### config.mk
export PLATFORM = sky130hd
export DESIGN_NAME = i2c_eeprom_transaction_sequencer_unit
export DESIGN_NICKNAME = d
export VERILOG_FILES = /design/src/rtl/i2cee_pkg.sv /design/src/rtl/i2cee_front.sv /design/src/rtl/i2cee_queue.sv /design/src/rtl/i2cee_back.sv /design/src/rtl/i2c_eeprom_transaction_sequencer_unit.sv
export SDC_FILE = /design/constraint.sdc
export NUM_CORES = 1
export LEC_CHECK = 0
export BUFFER_PORTS_ARGS = -buffer_cell sky130_fd_sc_hd__buf_2
export CAP_MARGIN = 40
export CORE_ASPECT_RATIO = 0.75
export CORE_MARGIN = 1.5
export CORE_UTILIZATION = 46
export DETAILED_ROUTE_END_ITERATION = 7
export PLACE_DENSITY = 0.66
export SLEW_MARGIN = 20
export SYNTH_ARGS = -nofsm -noshare
export SYNTH_HDL_FRONTEND = slang
export SYNTH_SLANG_ARGS = --single-unit
### constraint.sdc
create_clock -name i_clk -period 4.58 [get_ports i_clk]
set_clock_uncertainty 0.2 [all_clocks]
set_input_delay 0.229 -clock i_clk [delete_from_list [all_inputs] [get_ports i_clk]]
set_output_delay 0.229 -clock i_clk [all_outputs]
set_load 0.02 [all_outputs]
### src/rtl/i2cee_pkg.sv
// ----------------------------------------------------------------------------
// I2C EEPROM sequencer package
// Shared opcodes, bus action codes, result and run types, reset values.
// ----------------------------------------------------------------------------
package i2cee_pkg;

    localparam int DATA_W      = 8;
    localparam int ADDR_W      = 16;
    localparam int LEN_W       = 16;
    localparam int RUN_MAX     = 4;
    localparam int RUN_IDX_W   = $clog2(RUN_MAX);
    localparam int RUN_CNT_W   = $clog2(RUN_MAX + 1);
    localparam int QUEUE_DEPTH = 4;
    localparam int CFG_IDX_W   = 2;

    localparam logic [DATA_W-1:0] DEVICE_CODE_RST = 8'hA0;
    localparam logic [DATA_W-1:0] HIGH_BLOCK_RST  = 8'h08;
    localparam logic [DATA_W-1:0] LOW_BLOCK_RST   = 8'h00;
    localparam logic [DATA_W-1:0] CTL_WRITE_MASK  = 8'hFE;
    localparam logic [DATA_W-1:0] CTL_READ_BIT    = 8'h01;

    typedef enum logic [1:0] {
        OP_WRITE_CMD = 2'd0,
        OP_READ_CMD  = 2'd1,
        OP_HOST_DATA = 2'd2,
        OP_BUS_RESP  = 2'd3
    } t_opcode;

    typedef enum logic [CFG_IDX_W-1:0] {
        CFG_DEVICE_CODE = 2'd0,
        CFG_HIGH_BLOCK  = 2'd1,
        CFG_LOW_BLOCK   = 2'd2
    } t_cfg_idx;

    typedef enum logic [3:0] {
        ACT_START   = 4'd0,
        ACT_RESTART = 4'd1,
        ACT_STOP    = 4'd2,
        ACT_WRITE   = 4'd3,
        ACT_READ    = 4'd4,
        ACT_ACK     = 4'd5,
        ACT_NACK    = 4'd6,
        ACT_TOHOST  = 4'd7,
        ACT_DONE    = 4'd8
    } t_action;

    typedef struct packed {
        t_action             action;
        logic [DATA_W-1:0]   byte_value;
        logic                success;
    } t_res;

    typedef struct packed {
        logic [RUN_CNT_W-1:0]   count;
        t_res [RUN_MAX-1:0]     res;
    } t_run;

endpackage

### src/rtl/i2cee_front.sv
// ----------------------------------------------------------------------------
// I2C EEPROM sequencer front end
// Accepts commands, host data and bus responses, steps the transaction
// phase and builds the run of bus primitives caused by each item.
// ----------------------------------------------------------------------------
module i2cee_front #(
    parameter int PAGE_BYTES = 128
) (
    input  logic                              i_clk,
    input  logic                              i_rst_n,
    input  logic                              i_valid,
    input  logic                              i_q_full,
    input  logic [1:0]                        i_opcode,
    input  logic [i2cee_pkg::ADDR_W-1:0]      i_address,
    input  logic                              i_block_high,
    input  logic [i2cee_pkg::LEN_W-1:0]       i_length,
    input  logic                              i_poll_after_write,
    input  logic [i2cee_pkg::DATA_W-1:0]      i_data_byte,
    input  logic                              i_bus_acked,
    input  logic [i2cee_pkg::DATA_W-1:0]      i_bus_read_byte,
    input  logic                              i_bus_read_error,
    input  logic                              i_cfg_wr_en,
    input  logic [i2cee_pkg::CFG_IDX_W-1:0]   i_cfg_index,
    input  logic [i2cee_pkg::DATA_W-1:0]      i_cfg_data,
    output logic                              o_push,
    output i2cee_pkg::t_run                   o_run
);

    localparam int OFF_W = $clog2(PAGE_BYTES);

    typedef logic [OFF_W-1:0] t_mod_tab [256];

    function automatic t_mod_tab f_mod_tab(input int shift);
        t_mod_tab tab;
        for (int i = 0; i < 256; i++) begin
            tab[i] = OFF_W'(((i << shift) % PAGE_BYTES));
        end
        return tab;
    endfunction

    localparam t_mod_tab LO_TAB = f_mod_tab(0);
    localparam t_mod_tab HI_TAB = f_mod_tab(8);

    typedef enum logic [3:0] {
        PH_IDLE, PH_W_CTL, PH_W_AH, PH_W_AL, PH_W_NEED, PH_W_DATA, PH_W_POLL,
        PH_R_CTL, PH_R_AH, PH_R_AL, PH_R_CTLRD, PH_R_READ
    } t_phase;

    function automatic i2cee_pkg::t_run f_put(
        input i2cee_pkg::t_run                run,
        input i2cee_pkg::t_action             act,
        input logic [i2cee_pkg::DATA_W-1:0]   val,
        input logic                           ok
    );
        i2cee_pkg::t_run r;
        r = run;
        r.res[r.count[i2cee_pkg::RUN_IDX_W-1:0]].action     = act;
        r.res[r.count[i2cee_pkg::RUN_IDX_W-1:0]].byte_value = val;
        r.res[r.count[i2cee_pkg::RUN_IDX_W-1:0]].success    = ok;
        r.count = r.count + 1'b1;
        return r;
    endfunction

    t_phase                          r_phase, n_phase;
    logic [i2cee_pkg::DATA_W-1:0]    r_control_byte, n_control_byte;
    logic [i2cee_pkg::ADDR_W-1:0]    r_saved_address, n_saved_address;
    logic [i2cee_pkg::LEN_W-1:0]     r_target_count, n_target_count;
    logic [i2cee_pkg::LEN_W-1:0]     r_done_count, n_done_count;
    logic                            r_poll_enabled, n_poll_enabled;
    logic [i2cee_pkg::DATA_W-1:0]    r_device_code;
    logic [i2cee_pkg::DATA_W-1:0]    r_high_block_bits;
    logic [i2cee_pkg::DATA_W-1:0]    r_low_block_bits;

    logic                            accept;
    logic [OFF_W:0]                  off_sum;
    logic [OFF_W:0]                  off_red;
    logic [OFF_W-1:0]                page_off;
    logic [i2cee_pkg::LEN_W-1:0]     len_cap;
    logic [i2cee_pkg::LEN_W-1:0]     room;
    logic [i2cee_pkg::LEN_W-1:0]     len_wr;
    logic [i2cee_pkg::LEN_W-1:0]     len_rd;
    logic [i2cee_pkg::LEN_W:0]       done_inc;
    logic [i2cee_pkg::DATA_W-1:0]    ctl_new;
    logic [i2cee_pkg::DATA_W-1:0]    ctl_wr;
    i2cee_pkg::t_run                 run;

    assign accept   = i_valid && !i_q_full;
    assign off_sum  = {1'b0, HI_TAB[i_address[15:8]]} + {1'b0, LO_TAB[i_address[7:0]]};
    assign off_red  = (off_sum >= (OFF_W+1)'(PAGE_BYTES)) ?
                      off_sum - (OFF_W+1)'(PAGE_BYTES) : off_sum;
    assign page_off = off_red[OFF_W-1:0];
    assign len_cap  = (i_length > i2cee_pkg::LEN_W'(PAGE_BYTES)) ?
                      i2cee_pkg::LEN_W'(PAGE_BYTES) : i_length;
    assign room     = i2cee_pkg::LEN_W'(PAGE_BYTES) - i2cee_pkg::LEN_W'(page_off);
    assign len_wr   = (len_cap > room) ? room : len_cap;
    assign len_rd   = (i_length == '0) ? i2cee_pkg::LEN_W'(1) : i_length;
    assign done_inc = {1'b0, r_done_count} + 1'b1;
    assign ctl_new  = r_device_code | (i_block_high ? r_high_block_bits : r_low_block_bits);
    assign ctl_wr   = r_control_byte & i2cee_pkg::CTL_WRITE_MASK;

    always_comb begin
        n_phase         = r_phase;
        n_control_byte  = r_control_byte;
        n_saved_address = r_saved_address;
        n_target_count  = r_target_count;
        n_done_count    = r_done_count;
        n_poll_enabled  = r_poll_enabled;
        run             = '0;
        case (i2cee_pkg::t_opcode'(i_opcode))
            i2cee_pkg::OP_WRITE_CMD, i2cee_pkg::OP_READ_CMD: begin
                if (r_phase == PH_IDLE) begin
                    n_control_byte  = ctl_new;
                    n_saved_address = i_address;
                    n_done_count    = '0;
                    if (i2cee_pkg::t_opcode'(i_opcode) == i2cee_pkg::OP_READ_CMD) begin
                        n_target_count = len_rd;
                        n_poll_enabled = 1'b0;
                        n_phase        = PH_R_CTL;
                    end else begin
                        n_target_count = len_wr;
                        n_poll_enabled = i_poll_after_write;
                        n_phase        = PH_W_CTL;
                    end
                    run = f_put(run, i2cee_pkg::ACT_START, '0, 1'b0);
                    run = f_put(run, i2cee_pkg::ACT_WRITE,
                                ctl_new & i2cee_pkg::CTL_WRITE_MASK, 1'b0);
                end
            end
            i2cee_pkg::OP_HOST_DATA: begin
                if (r_phase == PH_W_NEED) begin
                    run     = f_put(run, i2cee_pkg::ACT_WRITE, i_data_byte, 1'b0);
                    n_phase = PH_W_DATA;
                end
            end
            default: begin
                case (r_phase)
                    PH_R_READ: begin
                        if (i_bus_read_error) begin
                            run     = f_put(run, i2cee_pkg::ACT_DONE, '0, 1'b0);
                            n_phase = PH_IDLE;
                        end else begin
                            run = f_put(run, i2cee_pkg::ACT_TOHOST, i_bus_read_byte, 1'b0);
                            n_done_count = done_inc[i2cee_pkg::LEN_W-1:0];
                            if (done_inc < {1'b0, r_target_count}) begin
                                run = f_put(run, i2cee_pkg::ACT_ACK, '0, 1'b0);
                                run = f_put(run, i2cee_pkg::ACT_READ, '0, 1'b0);
                            end else begin
                                run     = f_put(run, i2cee_pkg::ACT_NACK, '0, 1'b0);
                                run     = f_put(run, i2cee_pkg::ACT_STOP, '0, 1'b0);
                                run     = f_put(run, i2cee_pkg::ACT_DONE, '0, 1'b1);
                                n_phase = PH_IDLE;
                            end
                        end
                    end
                    PH_W_POLL: begin
                        if (i_bus_acked) begin
                            run     = f_put(run, i2cee_pkg::ACT_DONE, '0, 1'b1);
                            n_phase = PH_IDLE;
                        end else begin
                            run = f_put(run, i2cee_pkg::ACT_START, '0, 1'b0);
                            run = f_put(run, i2cee_pkg::ACT_WRITE, ctl_wr, 1'b0);
                        end
                    end
                    PH_W_CTL, PH_R_CTL, PH_W_AH, PH_R_AH, PH_W_AL, PH_W_DATA,
                    PH_R_AL, PH_R_CTLRD: begin
                        if (!i_bus_acked) begin
                            run     = f_put(run, i2cee_pkg::ACT_DONE, '0, 1'b0);
                            n_phase = PH_IDLE;
                        end else if (r_phase == PH_W_CTL || r_phase == PH_R_CTL) begin
                            run = f_put(run, i2cee_pkg::ACT_WRITE,
                                        r_saved_address[15:8], 1'b0);
                            n_phase = (r_phase == PH_W_CTL) ? PH_W_AH : PH_R_AH;
                        end else if (r_phase == PH_W_AH || r_phase == PH_R_AH) begin
                            run = f_put(run, i2cee_pkg::ACT_WRITE,
                                        r_saved_address[7:0], 1'b0);
                            n_phase = (r_phase == PH_W_AH) ? PH_W_AL : PH_R_AL;
                        end else if (r_phase == PH_R_AL) begin
                            run     = f_put(run, i2cee_pkg::ACT_RESTART, '0, 1'b0);
                            run     = f_put(run, i2cee_pkg::ACT_WRITE,
                                            r_control_byte | i2cee_pkg::CTL_READ_BIT, 1'b0);
                            n_phase = PH_R_CTLRD;
                        end else if (r_phase == PH_R_CTLRD) begin
                            run     = f_put(run, i2cee_pkg::ACT_READ, '0, 1'b0);
                            n_phase = PH_R_READ;
                        end else begin
                            if (r_phase == PH_W_DATA) begin
                                n_done_count = done_inc[i2cee_pkg::LEN_W-1:0];
                            end
                            if ((r_phase == PH_W_AL && r_target_count == '0) ||
                                (r_phase == PH_W_DATA &&
                                 done_inc >= {1'b0, r_target_count})) begin
                                run = f_put(run, i2cee_pkg::ACT_STOP, '0, 1'b0);
                                if (r_poll_enabled) begin
                                    run     = f_put(run, i2cee_pkg::ACT_START, '0, 1'b0);
                                    run     = f_put(run, i2cee_pkg::ACT_WRITE, ctl_wr, 1'b0);
                                    n_phase = PH_W_POLL;
                                end else begin
                                    run     = f_put(run, i2cee_pkg::ACT_DONE, '0, 1'b1);
                                    n_phase = PH_IDLE;
                                end
                            end else begin
                                n_phase = PH_W_NEED;
                            end
                        end
                    end
                    default: begin
                    end
                endcase
            end
        endcase
    end

    always_ff @(posedge i_clk) begin
        if (!i_rst_n) begin
            r_phase           <= PH_IDLE;
            r_control_byte    <= '0;
            r_saved_address   <= '0;
            r_target_count    <= '0;
            r_done_count      <= '0;
            r_poll_enabled    <= 1'b0;
            r_device_code     <= i2cee_pkg::DEVICE_CODE_RST;
            r_high_block_bits <= i2cee_pkg::HIGH_BLOCK_RST;
            r_low_block_bits  <= i2cee_pkg::LOW_BLOCK_RST;
        end else begin
            if (accept) begin
                r_phase         <= n_phase;
                r_control_byte  <= n_control_byte;
                r_saved_address <= n_saved_address;
                r_target_count  <= n_target_count;
                r_done_count    <= n_done_count;
                r_poll_enabled  <= n_poll_enabled;
            end
            if (i_cfg_wr_en) begin
                case (i2cee_pkg::t_cfg_idx'(i_cfg_index))
                    i2cee_pkg::CFG_DEVICE_CODE: r_device_code     <= i_cfg_data;
                    i2cee_pkg::CFG_HIGH_BLOCK:  r_high_block_bits <= i_cfg_data;
                    i2cee_pkg::CFG_LOW_BLOCK:   r_low_block_bits  <= i_cfg_data;
                    default: begin
                    end
                endcase
            end
        end
    end

    assign o_push = accept && (run.count != '0);
    assign o_run  = run;

endmodule

### src/rtl/i2cee_queue.sv
// ----------------------------------------------------------------------------
// I2C EEPROM sequencer run queue
// Short FIFO of primitive runs between the front end and the output side.
// ----------------------------------------------------------------------------
module i2cee_queue (
    input  logic               i_clk,
    input  logic               i_rst_n,
    input  logic               i_push,
    input  i2cee_pkg::t_run    i_run,
    input  logic               i_pop,
    output logic               o_full,
    output logic               o_not_empty,
    output i2cee_pkg::t_run    o_run
);

    localparam int PTR_W = $clog2(i2cee_pkg::QUEUE_DEPTH);
    localparam int CNT_W = $clog2(i2cee_pkg::QUEUE_DEPTH + 1);

    i2cee_pkg::t_run     r_mem [i2cee_pkg::QUEUE_DEPTH];
    logic [PTR_W-1:0]    r_wr_ptr;
    logic [PTR_W-1:0]    r_rd_ptr;
    logic [CNT_W-1:0]    r_count;
    logic                do_push;
    logic                do_pop;

    assign do_push     = i_push && !o_full;
    assign do_pop      = i_pop && o_not_empty;
    assign o_full      = (r_count == CNT_W'(i2cee_pkg::QUEUE_DEPTH));
    assign o_not_empty = (r_count != '0);
    assign o_run       = r_mem[r_rd_ptr];

    always_ff @(posedge i_clk) begin
        if (do_push) begin
            r_mem[r_wr_ptr] <= i_run;
        end
    end

    always_ff @(posedge i_clk) begin
        if (!i_rst_n) begin
            r_wr_ptr <= '0;
            r_rd_ptr <= '0;
            r_count  <= '0;
        end else begin
            if (do_push) begin
                r_wr_ptr <= r_wr_ptr + 1'b1;
            end
            if (do_pop) begin
                r_rd_ptr <= r_rd_ptr + 1'b1;
            end
            case ({do_push, do_pop})
                2'b10:   r_count <= r_count + 1'b1;
                2'b01:   r_count <= r_count - 1'b1;
                default: r_count <= r_count;
            endcase
        end
    end

endmodule

### src/rtl/i2cee_back.sv
// ----------------------------------------------------------------------------
// I2C EEPROM sequencer output side
// Unpacks one run at a time and presents its primitives one per transfer.
// ----------------------------------------------------------------------------
module i2cee_back (
    input  logic                              i_clk,
    input  logic                              i_rst_n,
    input  logic                              i_q_not_empty,
    input  i2cee_pkg::t_run                   i_run,
    output logic                              o_pop,
    output logic                              o_valid,
    input  logic                              i_stall,
    output logic [3:0]                        o_action,
    output logic [i2cee_pkg::DATA_W-1:0]      o_byte_value,
    output logic                              o_success,
    output logic                              o_last_of_run
);

    logic                                 r_busy;
    i2cee_pkg::t_run                      r_run;
    logic [i2cee_pkg::RUN_IDX_W-1:0]      r_idx;
    logic                                 take;
    logic                                 last;
    i2cee_pkg::t_res                      cur;

    assign cur   = r_run.res[r_idx];
    assign last  = ({1'b0, r_idx} + 1'b1) == r_run.count;
    assign take  = r_busy && !i_stall;
    assign o_pop = i_q_not_empty && (!r_busy || (take && last));

    always_ff @(posedge i_clk) begin
        if (o_pop) begin
            r_run <= i_run;
        end
    end

    always_ff @(posedge i_clk) begin
        if (!i_rst_n) begin
            r_busy <= 1'b0;
            r_idx  <= '0;
        end else if (o_pop) begin
            r_busy <= 1'b1;
            r_idx  <= '0;
        end else if (take) begin
            if (last) begin
                r_busy <= 1'b0;
            end else begin
                r_idx <= r_idx + 1'b1;
            end
        end
    end

    assign o_valid       = r_busy;
    assign o_action      = cur.action;
    assign o_byte_value  = cur.byte_value;
    assign o_success     = cur.success;
    assign o_last_of_run = last;

endmodule

### src/rtl/i2c_eeprom_transaction_sequencer_unit.sv
// ----------------------------------------------------------------------------
// I2C EEPROM transaction sequencer
// Turns EEPROM write/read commands, host data and bus responses into I2C
// bus primitives: control byte, address, data, ack/nack, stop, done.
//
//   channel   direction   handshake                payload
//   input     in          i_valid / o_stall        opcode, address, ..., bus_read_error
//   result    out         o_valid / i_stall        action, byte_value, success, last_of_run
//   config    in          i_cfg_wr_en              i_cfg_index, i_cfg_data
//
// One input item is taken per cycle while the four-entry run queue has room.
// Each item yields zero to four primitives; the output side sends one per
// cycle while the output is not stalled.
// Reset is synchronous and returns the sequencer to idle with an empty queue.
// A stalled output keeps its primitive; the input stalls only on a full queue.
// ----------------------------------------------------------------------------
module i2c_eeprom_transaction_sequencer_unit #(
    parameter int PAGE_BYTES = 128
) (
    input  logic                              i_clk,
    input  logic                              i_rst_n,
    input  logic                              i_valid,
    output logic                              o_stall,
    input  logic [1:0]                        i_opcode,
    input  logic [i2cee_pkg::ADDR_W-1:0]      i_address,
    input  logic                              i_block_high,
    input  logic [i2cee_pkg::LEN_W-1:0]       i_length,
    input  logic                              i_poll_after_write,
    input  logic [i2cee_pkg::DATA_W-1:0]      i_data_byte,
    input  logic                              i_bus_acked,
    input  logic [i2cee_pkg::DATA_W-1:0]      i_bus_read_byte,
    input  logic                              i_bus_read_error,
    input  logic                              i_cfg_wr_en,
    input  logic [i2cee_pkg::CFG_IDX_W-1:0]   i_cfg_index,
    input  logic [i2cee_pkg::DATA_W-1:0]      i_cfg_data,
    output logic                              o_valid,
    input  logic                              i_stall,
    output logic [3:0]                        o_action,
    output logic [i2cee_pkg::DATA_W-1:0]      o_byte_value,
    output logic                              o_success,
    output logic                              o_last_of_run
);

    logic               q_full;
    logic               q_not_empty;
    logic               push;
    logic               pop;
    i2cee_pkg::t_run    push_run;
    i2cee_pkg::t_run    head_run;

    assign o_stall = q_full;

    i2cee_front #(
        .PAGE_BYTES (PAGE_BYTES)
    ) u_front (
        .i_clk              (i_clk),
        .i_rst_n            (i_rst_n),
        .i_valid            (i_valid),
        .i_q_full           (q_full),
        .i_opcode           (i_opcode),
        .i_address          (i_address),
        .i_block_high       (i_block_high),
        .i_length           (i_length),
        .i_poll_after_write (i_poll_after_write),
        .i_data_byte        (i_data_byte),
        .i_bus_acked        (i_bus_acked),
        .i_bus_read_byte    (i_bus_read_byte),
        .i_bus_read_error   (i_bus_read_error),
        .i_cfg_wr_en        (i_cfg_wr_en),
        .i_cfg_index        (i_cfg_index),
        .i_cfg_data         (i_cfg_data),
        .o_push             (push),
        .o_run              (push_run)
    );

    i2cee_queue u_queue (
        .i_clk       (i_clk),
        .i_rst_n     (i_rst_n),
        .i_push      (push),
        .i_run       (push_run),
        .i_pop       (pop),
        .o_full      (q_full),
        .o_not_empty (q_not_empty),
        .o_run       (head_run)
    );

    i2cee_back u_back (
        .i_clk         (i_clk),
        .i_rst_n       (i_rst_n),
        .i_q_not_empty (q_not_empty),
        .i_run         (head_run),
        .o_pop         (pop),
        .o_valid       (o_valid),
        .i_stall       (i_stall),
        .o_action      (o_action),
        .o_byte_value  (o_byte_value),
        .o_success     (o_success),
        .o_last_of_run (o_last_of_run)
    );

endmodule

==> flow_summary.yaml <==
outcome:
  status: "finished, final reports clean"
yosys:
  synth-async-reset-ratio: 0
  syn_area_per_cell_um2: 12.14
  synth_area_um2: 12870
  synth_seq_cells: 281
  seq_area_frac_synth: 0.5850
  synth_edf_count: 190
  synthFlopType: "edfxtp_1"
  ys_top_cells_by_count: "edfxtp_1 (190), nand2_1 (126), dfxtp_1 (91), o21ai_0 (65), nor2_1 (51)"
  ys_warn_count: 0
  synth.area.top_cells: "edfxtp_1 (44%), dfxtp_1 (14%), mux4_2 (6.7%), nand2_1 (3.7%), ha_1 (3.5%)"
  ys_types: 64
  synth_top_area_frac: 0.4435
  synth_cells: 1060
  synth_most_common_cell: "edfxtp_1"
  syn_nets: 1166
  yosys.area.top_type: "edfxtp_1"
sta:
  hold_viol_final: 0
  holdWs_ns: 0.03047
  relSlewSlack: 0.4832
  finalSetupViolations: 0
  finalMaxSlewViolations: 0
  tns_ns: 0
  timing.final.crit_share: 0.9799
  finalWorstSetupSlack_ns: 0.09222
  fmax_ghz: 0.2228
  period_needed_ns: 4.488
  rsz0062_at_grt: "true"
  worst_pin_slew_ns: 0.7752
grt:
  grt_max_degree: 50
  grt_pass1_vias: 8386
  antenna_found_initial: 2
  grt_use_total: 0.2104
  overflow: 0
  grt_first_pass_wirelength_mm: 47.17
cts:
  htree_levels: 1
  insertion_delay_ns: 0.53
  root_buffer: "clkbuf_16"
  cts_tree: "built"
  numCtsBuffers: 27
  clk_pin_slew_ns: 0.07
  clockBufferDepth: 3
  cts_sinks: 281
flow_run:
  drv_cap: 0
layout:
  nets: 1327
  final_layout_size_suffix_gt1_frac: 0.2200
  design_area_um2: 15600
  syn_to_final_growth_pct: 21.23
  finalNonFillerCells: 1593
critical_path:
  reg2reg_depth: 21
  cp-end-kind: "flip-flop"
  cp.required_ns: 4.84
  cp-start-kind: "flip-flop"
  critPathKind: "reg -> reg"
  worstPathArrival_ns: 4.75
  crit_fanout: 6
die:
  die_w_um: 196.1
  io_pins: 85
  rows: 52
  initial_core_util: 0.4720
  die_area_um2: 28990
  fp.dieH_um: 147.8
  core_area_um2: 27260
placed_design:
  dp_cells: 1487
  post_dp_cell_area_um2: 14000
  place_congestion: 0.9317
  pre_cts_ws_ns: -0.05179
  io_buffer_count: 83
  hpwl_mm: 20.54
route:
  drc: 0
  ant_nets: 0
  viasPerCell: 5.571
  drt_first_pass_iters: 5
  totalWireLength_mm: 30.71
  wl_per_cell_um: 19.28
  vias: 8875
  drt_iter0_drc: 821
min_path:
  holdPathStages: 3
  min_path_type: "in -> reg"
power:
  ir_worst_vdd_mv: 0.3086
  p_leak_nw: 5.673
  p_per_area_nw_per_um2: 435.0
==> critical path: stages (launching register included) <==
cell and delay (ns):
dfxtp_4 0.38, and4_4 0.23, and2_4 0.14, nand2_2 0.07, nor2_2 0.14, nand3_1 0.14, xnor2_2 0.19, ha_4 0.29
and3_4 0.20, nand2_1 0.08, o211ai_2 0.25, buf_4 0.16, a2111oi_2 0.07, or3b_1 0.38, o31a_1 0.29, inv_1 0.07
ha_2 0.17, inv_1 0.05, fa_2 0.33, xor2_1 0.15, or3_1 0.30, a21boi_1 0.13
==> what timing repair did <==
action,in CTS,in global routing
pin swaps,3,13
cloned,0,3
resized for setup,5,25
endpoints found under the hold margin,81,0
setup endpoints to repair,2,146
setup buffers,1,4
hold buffers,47,0
==> kinds of logic after synthesis <==
group / count (synthesis) / share of synthesized area
AND/OR/NAND/NOR: 338 / 0.1317
buffers and inverters: 96 / 0.02859
flip-flops: 281 / 0.5850
multiplexers: 75 / 0.09530
adder cells (fa/ha/maj): 37 / 0.03657
XOR/XNOR: 29 / 0.01974
AO/OA/AOI/OAI: 204 / 0.1031
==> flip-flops by register name (all words and copies together) (netlist names) <==
name	cells
u_front.r_done_count	16
u_queue.r_count	3
u_front.r_target_count	16
u_queue.r_wr_ptr	2
u_queue.r_mem	152
u_front.r_phase	4
u_front.r_poll_enabled	1
u_front.r_control_byte	7
u_front.r_saved_address	16
u_back.o_valid	1
u_front.r_low_block_bits	7
u_queue.r_rd_ptr	2
u_back.r_run	38
u_front.r_device_code	7
u_back.r_idx	2
u_front.r_high_block_bits	7
==> power by group <==
| part | internal (mW) | total, mW | leakage (nW) | switching (mW) |
|---|---|---|---|---|
| combinational | 0.558 | 1.38 | 2.72 | 0.821 |
| clock | 1.30 | 2.25 | 0.417 | 0.947 |
| sequential | 3.03 | 3.16 | 2.54 | 0.126 |
==> per-stage QoR <==
| stage | util | total power, mW |
|---|---|---|
| 4_1_cts | 0.5642 | 6.796 |
| 2_1_floorplan | - | 4.054 |
| 6_report | 0.5722 | 6.785 |
| 3_5_place_dp | 0.5134 | 4.534 |
| 5_1_grt | 0.5722 | 7.068 |
| 3_3_place_gp | 0.5108 | 4.492 |
==> cell usage in the layout, fill, tap and decap left out, types with 10 or more instances in the layout <==
cell type / n
nand3_1: 25
a211oi_1: 10
dfxtp_1: 80
ha_1: 33
and2_1: 26
buf_2: 84
xnor2_1: 14
nor2b_1: 40
inv_1: 39
buf_4: 45
edfxtp_1: 190
xor2_1: 12
o21ai_0: 62
nor2_1: 48
o211a_1: 11
mux2i_1: 37
a21boi_0: 25
nand2_1: 124
dlygate4sd3_1: 47
mux4_2: 38
a21oi_1: 39
clkbuf_16: 29
==> final cells by class <==
class	instances	area [um^2]
diodes	1	2.502
inverters	40	150.1
repair buffers	188	1453
well taps	351	439.2
clock inverters	19	198.9
fillers	2230	11660
multi-input cells	683	5121
clock buffers	30	686.9
flip-flops and latches	281	7546
==> metal layers <==
| layer | vias to the layer above | global-route usage | part of all wire |
|---|---|---|---|
| li1 | 4231 | - | - |
| met1 | 4314 | 0.3345 | 0.49 |
| met2 | 294 | 0.3084 | 0.42 |
| met3 | 36 | 0.02692 | 0.068 |
| met4 | 0 | 0.04038 | 0.014 |
| met5 | - | 0 | 0 |
==> worst paths after layout <==
path	startpoint	to	slack, ns
worst max-delay path	u_front.r_done_count[0]	u_queue.r_count[2]	0.09
worst min-delay path	i_data_byte[5]	u_queue.r_mem[2][6]	0.03
worst max register to register	u_front.r_done_count[0]	u_queue.r_count[2]	0.09
worst min register to register	u_front.r_saved_address[10]	u_front.r_saved_address[10]	0.27
(Power assumes the default switching activity.)
